===== src/rtl/prqf_pkg.sv =====
// Package for the paired read quality filter: sizes, character codes and beat types.
`default_nettype none
package prqf_pkg;

    localparam int MAX_READ_LEN = 512;
    localparam int LEN_W        = $clog2(MAX_READ_LEN + 1);
    localparam int OUT_LEN_W    = 10;
    localparam int QV_W         = 9;
    localparam int SUM_W        = LEN_W + QV_W;
    localparam int CFG_W        = 7;
    localparam int NUM_SYM      = 5;
    localparam int QDEPTH       = 4;
    localparam int QPTR_W       = $clog2(QDEPTH);
    localparam int QCNT_W       = $clog2(QDEPTH + 1);

    localparam int SYM_N = 0;
    localparam int SYM_A = 1;
    localparam int SYM_C = 2;
    localparam int SYM_G = 3;
    localparam int SYM_T = 4;

    localparam logic [7:0] CH_N   = 8'h4E;
    localparam logic [7:0] CH_A   = 8'h41;
    localparam logic [7:0] CH_C   = 8'h43;
    localparam logic [7:0] CH_G   = 8'h47;
    localparam logic [7:0] CH_T   = 8'h54;
    localparam logic [7:0] CH_DOT = 8'h2E;
    localparam logic [7:0] CH_B   = 8'h42;

    localparam logic [CFG_W-1:0] B_RULE_OFFSET   = 7'd64;
    localparam logic [QV_W-1:0]  B_QUALITY_VALUE = 9'd15;

    localparam logic [CFG_W-1:0] QUAL_OFFSET_RST = 7'd33;
    localparam logic [CFG_W-1:0] MIN_MEAN_RST    = 7'd20;

    localparam logic REG_QUAL_OFFSET = 1'b0;
    localparam logic REG_MIN_MEAN    = 1'b1;

    typedef struct packed {
        logic [7:0] fwd_base;
        logic [7:0] fwd_qual;
        logic [7:0] rev_base;
        logic [7:0] rev_qual;
        logic       last_position;
    } t_in_beat;

    typedef struct packed {
        logic                 reject;
        logic [OUT_LEN_W-1:0] read_length;
    } t_out_beat;

    typedef struct packed {
        logic [NUM_SYM-1:0]     fwd_sym;
        logic [NUM_SYM-1:0]     rev_sym;
        logic                   fwd_dot;
        logic                   rev_dot;
        logic signed [QV_W-1:0] fwd_q;
        logic signed [QV_W-1:0] rev_q;
        logic                   last;
    } t_cls;

    typedef struct packed {
        logic [NUM_SYM-1:0][LEN_W-1:0] fwd_cnt;
        logic [NUM_SYM-1:0][LEN_W-1:0] rev_cnt;
        logic signed [SUM_W-1:0]       fwd_sum;
        logic signed [SUM_W-1:0]       rev_sum;
        logic [LEN_W-1:0]              len;
        logic                          fwd_dot;
        logic                          rev_dot;
        logic                          ovf;
    } t_pair_stat;

endpackage
`default_nettype wire


===== src/rtl/prqf_front.sv =====
// Front end: classifies one position beat into symbol flags and quality values.
`default_nettype none
module prqf_front
    import prqf_pkg::*;
(
    input  wire t_in_beat         i_beat,
    input  wire logic [CFG_W-1:0] i_qual_offset,
    output t_cls                  o_cls
);

    function automatic logic [NUM_SYM-1:0] sym_hot(input logic [7:0] ch);
        logic [NUM_SYM-1:0] h;
        h        = '0;
        h[SYM_N] = (ch == CH_N);
        h[SYM_A] = (ch == CH_A);
        h[SYM_C] = (ch == CH_C);
        h[SYM_G] = (ch == CH_G);
        h[SYM_T] = (ch == CH_T);
        return h;
    endfunction

    function automatic logic [QV_W-1:0] qual_val(input logic [7:0] q,
                                                 input logic [CFG_W-1:0] off);
        logic [QV_W-1:0] v;
        if (off == B_RULE_OFFSET && q == CH_B) begin
            v = B_QUALITY_VALUE;
        end else begin
            v = {1'b0, q} - {2'b00, off};
        end
        return v;
    endfunction

    always_comb begin
        o_cls.fwd_sym = sym_hot(i_beat.fwd_base);
        o_cls.rev_sym = sym_hot(i_beat.rev_base);
        o_cls.fwd_dot = (i_beat.fwd_base == CH_DOT);
        o_cls.rev_dot = (i_beat.rev_base == CH_DOT);
        o_cls.fwd_q   = qual_val(i_beat.fwd_qual, i_qual_offset);
        o_cls.rev_q   = qual_val(i_beat.rev_qual, i_qual_offset);
        o_cls.last    = i_beat.last_position;
    end

endmodule
`default_nettype wire


===== src/rtl/prqf_queue.sv =====
// Short queue of classified beats between the front end and the back end.
`default_nettype none
module prqf_queue
    import prqf_pkg::*;
(
    input  wire logic i_clk,
    input  wire logic i_rst_n,
    input  wire logic i_push,
    input  wire t_cls i_data,
    output logic      o_full,
    input  wire logic i_pop,
    output logic      o_valid,
    output t_cls      o_data
);

    t_cls [QDEPTH-1:0] r_mem;
    logic [QPTR_W-1:0] r_wr, n_wr;
    logic [QPTR_W-1:0] r_rd, n_rd;
    logic [QCNT_W-1:0] r_cnt, n_cnt;

    always_comb begin
        n_wr  = i_push ? r_wr + 1'b1 : r_wr;
        n_rd  = i_pop  ? r_rd + 1'b1 : r_rd;
        n_cnt = r_cnt + QCNT_W'(i_push) - QCNT_W'(i_pop);
    end

    always_ff @(posedge i_clk) begin
        if (!i_rst_n) begin
            r_wr  <= '0;
            r_rd  <= '0;
            r_cnt <= '0;
        end else begin
            r_wr  <= n_wr;
            r_rd  <= n_rd;
            r_cnt <= n_cnt;
        end
    end

    always_ff @(posedge i_clk) begin
        if (i_push) begin
            r_mem[r_wr] <= i_data;
        end
    end

    assign o_full  = (r_cnt == QCNT_W'(QDEPTH));
    assign o_valid = (r_cnt != '0);
    assign o_data  = r_mem[r_rd];

endmodule
`default_nettype wire


===== src/rtl/prqf_back.sv =====
// Back end: accumulates per-pair counts and sums, then judges the pair.
`default_nettype none
module prqf_back
    import prqf_pkg::*;
(
    input  wire logic             i_clk,
    input  wire logic             i_rst_n,
    input  wire logic             i_q_valid,
    input  wire t_cls             i_q_data,
    output logic                  o_q_pop,
    input  wire logic [CFG_W-1:0] i_min_mean,
    output logic                  o_out_valid,
    input  wire logic             i_out_stall,
    output t_out_beat             o_out_beat
);

    t_pair_stat r_acc, n_acc;
    t_pair_stat r_ev;
    logic       r_ev_valid;
    logic       r_out_valid;
    t_out_beat  r_out, n_out;
    logic       ev_adv, ev_free;
    logic       rej_fwd, rej_rev;

    assign ev_adv  = r_ev_valid && (!r_out_valid || !i_out_stall);
    assign ev_free = !r_ev_valid || ev_adv;
    assign o_q_pop = i_q_valid && (!i_q_data.last || ev_free);

    always_comb begin
        n_acc = r_acc;
        if (r_acc.len == LEN_W'(MAX_READ_LEN)) begin
            n_acc.ovf = 1'b1;
        end else begin
            n_acc.len = r_acc.len + 1'b1;
            for (int k = 0; k < NUM_SYM; k++) begin
                n_acc.fwd_cnt[k] = r_acc.fwd_cnt[k] + LEN_W'(i_q_data.fwd_sym[k]);
                n_acc.rev_cnt[k] = r_acc.rev_cnt[k] + LEN_W'(i_q_data.rev_sym[k]);
            end
            n_acc.fwd_sum = r_acc.fwd_sum
                + {{(SUM_W-QV_W){i_q_data.fwd_q[QV_W-1]}}, i_q_data.fwd_q};
            n_acc.rev_sum = r_acc.rev_sum
                + {{(SUM_W-QV_W){i_q_data.rev_q[QV_W-1]}}, i_q_data.rev_q};
            n_acc.fwd_dot = r_acc.fwd_dot | i_q_data.fwd_dot;
            n_acc.rev_dot = r_acc.rev_dot | i_q_data.rev_dot;
        end
    end

    always_ff @(posedge i_clk) begin
        if (!i_rst_n) begin
            r_acc <= '0;
        end else if (o_q_pop) begin
            r_acc <= i_q_data.last ? '0 : n_acc;
        end
    end

    always_ff @(posedge i_clk) begin
        if (!i_rst_n) begin
            r_ev_valid <= 1'b0;
        end else if (o_q_pop && i_q_data.last) begin
            r_ev_valid <= 1'b1;
        end else if (ev_adv) begin
            r_ev_valid <= 1'b0;
        end
    end

    always_ff @(posedge i_clk) begin
        if (o_q_pop && i_q_data.last) begin
            r_ev <= n_acc;
        end
    end

    // N limit: N > ceil(len/20)  <=>  20*N >= len + 20
    // symbol limit: c > floor(5*len/6)  <=>  6*c > 5*len
    function automatic logic read_bad(input logic [NUM_SYM-1:0][LEN_W-1:0] cnt,
                                      input logic signed [SUM_W-1:0] sum,
                                      input logic [LEN_W-1:0] len,
                                      input logic dot,
                                      input logic [CFG_W-1:0] cut);
        logic                    bad;
        logic [LEN_W+4:0]        n20;
        logic [LEN_W+4:0]        lim_n;
        logic [LEN_W+2:0]        len5;
        logic [LEN_W+CFG_W-1:0]  need;
        n20   = (LEN_W+5)'(cnt[SYM_N]) * (LEN_W+5)'(20);
        lim_n = (LEN_W+5)'(len) + (LEN_W+5)'(20);
        len5  = (LEN_W+3)'(len) * (LEN_W+3)'(5);
        need  = (LEN_W+CFG_W)'(cut) * (LEN_W+CFG_W)'(len);
        bad   = dot || (n20 >= lim_n)
                || (sum < $signed({{(SUM_W-LEN_W-CFG_W){1'b0}}, need}));
        for (int k = SYM_A; k < NUM_SYM; k++) begin
            if ((LEN_W+3)'(cnt[k]) * (LEN_W+3)'(6) > len5) begin
                bad = 1'b1;
            end
        end
        return bad;
    endfunction

    always_comb begin
        rej_fwd = read_bad(r_ev.fwd_cnt, r_ev.fwd_sum, r_ev.len, r_ev.fwd_dot, i_min_mean);
        rej_rev = read_bad(r_ev.rev_cnt, r_ev.rev_sum, r_ev.len, r_ev.rev_dot, i_min_mean);
        n_out.reject      = r_ev.ovf || rej_fwd || rej_rev;
        n_out.read_length = OUT_LEN_W'(r_ev.len);
    end

    always_ff @(posedge i_clk) begin
        if (!i_rst_n) begin
            r_out_valid <= 1'b0;
        end else if (ev_adv) begin
            r_out_valid <= 1'b1;
        end else if (!i_out_stall) begin
            r_out_valid <= 1'b0;
        end
    end

    always_ff @(posedge i_clk) begin
        if (ev_adv) begin
            r_out <= n_out;
        end
    end

    assign o_out_valid = r_out_valid;
    assign o_out_beat  = r_out;

`ifndef SYNTHESIS
    a_len_bound: assert property (@(posedge i_clk) disable iff (!i_rst_n)
        r_acc.len <= LEN_W'(MAX_READ_LEN))
        else $error("position count above maximum read length");

    a_last_loads_eval: assert property (@(posedge i_clk) disable iff (!i_rst_n)
        (o_q_pop && i_q_data.last) |=> r_ev_valid)
        else $error("last position did not reach the judge stage");

    a_eval_holds: assert property (@(posedge i_clk) disable iff (!i_rst_n)
        (r_ev_valid && !ev_adv) |=> (r_ev_valid && $stable(r_ev)))
        else $error("blocked pair snapshot changed");

    a_acc_cleared: assert property (@(posedge i_clk) disable iff (!i_rst_n)
        (o_q_pop && i_q_data.last) |=> (r_acc.len == '0 && !r_acc.ovf))
        else $error("pair state not cleared after last position");
`endif

endmodule
`default_nettype wire


===== src/rtl/paired_read_quality_filter.sv =====
// Top level of the paired read quality filter: register port, front end, queue, back end.
`default_nettype none
// One beat carries one base position of a read pair (forward and reverse base
// and quality). The block takes one position per cycle while the queue has room;
// o_in_stall rises when the four-entry queue between the input and the back end
// fills, as when a pair's last position waits for a busy judge stage. A pair's
// verdict (reject, read length) passes through the queue, the judge snapshot
// register and the output register, and the next pair may start on the cycle
// after its last position. Set the quality offset (byte address 0) and mean
// quality cut (byte address 4) only while no pair is in flight.
module paired_read_quality_filter
    import prqf_pkg::*;
(
    input  wire logic        i_clk,
    input  wire logic        i_rst_n,
    input  wire logic        i_in_valid,
    output logic             o_in_stall,
    input  wire t_in_beat    i_in_beat,
    output logic             o_out_valid,
    input  wire logic        i_out_stall,
    output t_out_beat        o_out_beat,
    input  wire logic        psel,
    input  wire logic        penable,
    input  wire logic        pwrite,
    input  wire logic [2:0]  paddr,
    input  wire logic [31:0] pwdata,
    output logic [31:0]      prdata,
    output logic             pready
);

    logic [CFG_W-1:0] r_qual_offset;
    logic [CFG_W-1:0] r_min_mean;
    logic             cfg_wr;
    logic             q_full;
    logic             q_push;
    logic             q_pop;
    logic             q_valid;
    t_cls             front_cls;
    t_cls             q_data;

    assign pready = 1'b1;
    assign cfg_wr = psel && penable && pwrite;

    always_ff @(posedge i_clk) begin
        if (!i_rst_n) begin
            r_qual_offset <= QUAL_OFFSET_RST;
            r_min_mean    <= MIN_MEAN_RST;
        end else if (cfg_wr) begin
            case (paddr[2])
                REG_QUAL_OFFSET: r_qual_offset <= pwdata[CFG_W-1:0];
                REG_MIN_MEAN:    r_min_mean    <= pwdata[CFG_W-1:0];
                default: ;
            endcase
        end
    end

    always_comb begin
        case (paddr[2])
            REG_QUAL_OFFSET: prdata = {{(32-CFG_W){1'b0}}, r_qual_offset};
            REG_MIN_MEAN:    prdata = {{(32-CFG_W){1'b0}}, r_min_mean};
            default:         prdata = '0;
        endcase
    end

    assign o_in_stall = q_full;
    assign q_push     = i_in_valid && !q_full;

    prqf_front u_front (
        .i_beat        (i_in_beat),
        .i_qual_offset (r_qual_offset),
        .o_cls         (front_cls)
    );

    prqf_queue u_queue (
        .i_clk   (i_clk),
        .i_rst_n (i_rst_n),
        .i_push  (q_push),
        .i_data  (front_cls),
        .o_full  (q_full),
        .i_pop   (q_pop),
        .o_valid (q_valid),
        .o_data  (q_data)
    );

    prqf_back u_back (
        .i_clk       (i_clk),
        .i_rst_n     (i_rst_n),
        .i_q_valid   (q_valid),
        .i_q_data    (q_data),
        .o_q_pop     (q_pop),
        .i_min_mean  (r_min_mean),
        .o_out_valid (o_out_valid),
        .i_out_stall (i_out_stall),
        .o_out_beat  (o_out_beat)
    );

endmodule
`default_nettype wire

===== config.mk =====
export PLATFORM = sky130hd
export DESIGN_NAME = paired_read_quality_filter
export DESIGN_NICKNAME = d
export VERILOG_FILES = /design/src/rtl/prqf_pkg.sv /design/src/rtl/prqf_front.sv /design/src/rtl/prqf_queue.sv /design/src/rtl/prqf_back.sv /design/src/rtl/paired_read_quality_filter.sv
export SDC_FILE = /design/constraint.sdc
export NUM_CORES = 1
export LEC_CHECK = 0
export ABC_AREA = 1
export BUFFER_PORTS_ARGS = -buffer_cell sky130_fd_sc_hd__buf_4
export CAP_MARGIN = 15
export CORE_AREA = 2 2 304 306
export DETAILED_ROUTE_END_ITERATION = 10
export DIE_AREA = 0 0 306 308
export PLACE_DENSITY = 0.47
export SLEW_MARGIN = 20
export SYNTH_ARGS = -nofsm -noshare
export SYNTH_HDL_FRONTEND = slang
export SYNTH_SLANG_ARGS = --single-unit

===== constraint.sdc =====
create_clock -name i_clk -period 9.7 [get_ports i_clk]
set_clock_uncertainty 0.2 [all_clocks]
set_input_delay 0.485 -clock i_clk [delete_from_list [all_inputs] [get_ports i_clk]]
set_output_delay 0.485 -clock i_clk [all_outputs]
set_load 0.005 [all_outputs]

==> metrics <==
outcome complete, no violations; share of async-settable or async-resettable flops after synthesis 0%; Total Wirelength 80.4 mm; Worst-path clk slew 60 ps; DR vias/cell 4.79; Worst slew margin 29.5%; Mapped Cells around 3800; Worst Tran Pin Value 1060 ps; critical path's top delay family adder cells; Mapped Avg Cell Area 8.35 um2; Setup crit start kind flop; endpoints failing setup 0; Post-DP HPWL around 55 mm; DRT antenna net count 0; Initial Utilization 34.9%; fraction of layout cells with a size suffix above 1 6.03%; Layout Nets between 4000 and 5000; sequential element share of the synthesized area approximately two fifths; die height 308 um; Final Hold Fails 0; Setup Buffers After CTS 0; Root Driver clkbuf_16; Std-Cell Rows around 110; initial antenna violation count 0; Worst setup startpoint u_back.n_out[0]; fmax between 150 and 200 MHz; worst hold path cell count 4; Residual DRC 0; crit path max fanout 13; Max Cap Viol 0; Final Max Slew Viols 0; first-pass GRT wire length 130 mm; crit path time final 6240 ps; Global Route Usage Sum 17.2%; CP most frequent cell nand2_1; CP Depth 29; Post-synth EDFFs between 200 and 300; clock sink count 460; Hold Startpoint i_in_beat[16]; I/O pin count 121; most frequent cells in the layout 820 x nand2_1, 479 x inv_1, 379 x ha_1; Crit-path slowest cell edfxtp_1; area leader, netlist edfxtp_1; die width between 300 and 400 um; Synth Cell Area 31700 um2; number of port buffers 67; filler cell count approximately 9200; WP data arrival approximately 6400 ps; Worst Path Buf+Inv 3; Longest Clk Path Bufs 3; RSZ-0062 raised after global routing false; via count of the first global-routing pass 24200; Placeable Area 91000 um2; final setup TNS 0 ps; P&R area growth vs syn 12.7%; Worst-Skew Late Latency 660 ps; Synthesis Warnings 0; Synth top area share 27.1%; leading cell type in the layout, fill and taps excluded nand2_1; kind of critical path flop to flop; via count 24400; 1st-iter DRT viols 1260; Netlist cell types around 50; Met1 Wirelength 37.8 mm; routability cong. 0.837; synth top area cells edfxtp_1 27%, ha_1 15%, dfxtp_1 11%; post-CTS resize count 0; R2R cell count 29; DIE AREA 94200 um2; DR top layer met4; crit end category flop; grt ovf 0; Pre-antenna DRT Iters 7; pin count of the biggest net entering global routing 149; CTS HTree Levels 2; WP data required 9890 ps; FF+latch count, synth 460; worst r2r src u_back.n_out[0]; CTS tree built; Worst path max stage delay 830 ps; Hold WC Path Type input pin to flop; WL met2 slightly below 40 mm; Final Util around two fifths; Num CTS Buffers 57; Diodes inserted 0; Tcrit/Tclk final 64.3%; met3 WL ~2.1 mm; Most used DFF post-synth edfxtp_1; WL/cell 15.8 um
[cell families after synthesis]
group / Yosys count / synth area share, %
flops: 460 / 38.1
other cells: 2 / 0.0237
compound gates: 661 / 11.3
fa+ha+maj: 434 / 18.4
simple gates: 1420 / 18.7
buf+inv: 615 / 7.81
xor+xnor: 206 / 5.69
[per-stage QoR]
| step | instances | instance area [um2] | setup slack, ps | hold slack, ps |
|---|---|---|---|---|
| 6_report | 5099 | 35700 | 3460 | 60.7 |
| 5_1_grt | 5099 | 35700 | 2980 | 42.6 |
| 3_5_place_dp | 4966 | 33400 | 3420 | 246 |
| 4_1_cts | 5097 | 35700 | 3390 | 14.0 |
| 2_1_floorplan | 3822 | 31800 | 1440 | 227 |
| 3_3_place_gp | 4965 | 33400 | 3410 | 235 |
[worst min-delay path, delay by kind of cell]
kind | cells | cell delay, ps
simple gates | 3 | 170
buf+inv | 1 | 80
[final timing paths]
| path | endpoint | slack, ps |
|---|---|---|
| max reg2reg | u_back.o_out_beat[10] | 3460 |
| max | u_back.o_out_beat[10] | 3460 |
| min reg2reg | u_back.r_acc[1] | 250 |
| min | u_queue.r_mem[112] | 60 |
[final cells by class]
type	count	area, um2	share of cell area [%]
well taps	1186	1480	4.15
repair buffers	114	986	2.76
multi-input cells	2747	17400	48.6
flip-flops and latches	460	12100	33.8
clock buffers	73	1520	4.24
clock inverters	35	492	1.38
inverters	484	1820	5.10
[routing by layer]
metal,track usage (%),vias up
met4,4.16,0
met1,22.3,11300
met5,0,-
met3,1.83,100
met2,30.4,266
li1,-,12700
[registers in the layout, summed over array words and instances (netlist names)]
signal              flops
r_min_mean              7
r_qual_offset           7
u_back.n_out           10
u_back.o_out_beat      11
u_back.o_out_valid      1
u_back.r_acc          151
u_back.r_ev           141
u_back.r_ev_valid       1
u_queue.r_cnt           3
u_queue.r_mem         124
u_queue.r_rd            2
u_queue.r_wr            2
[cell usage after synthesis, types with 14 or more instances]
| cell | count |
|---|---|
| nand4_1 | 45 |
| a21oi_1 | 366 |
| xnor2_1 | 76 |
| nor4_1 | 19 |
| dfxtp_1 | 174 |
| ha_1 | 379 |
| o21bai_1 | 24 |
| nand2_1 | 820 |
| clkbuf_1 | 73 |
| buf_2 | 22 |
| a21o_1 | 22 |
| fa_1 | 55 |
| nand3_1 | 142 |
| buf_4 | 28 |
| nor2_1 | 310 |
| edfxtp_1 | 286 |
| inv_1 | 479 |
| xor2_1 | 130 |
| o22ai_1 | 30 |
| nor3_1 | 32 |
| o21ai_0 | 173 |
| or2_2 | 14 |
[timing repair]
item,in CTS,in global routing
endpoints found under the setup margin,0,0
hold endpoints to repair,57,0
hold buffers,23,0
Power is left out: the tool's default activity adds up to more than one toggle a clock period on the data nets, which glitch-free logic cannot reach.
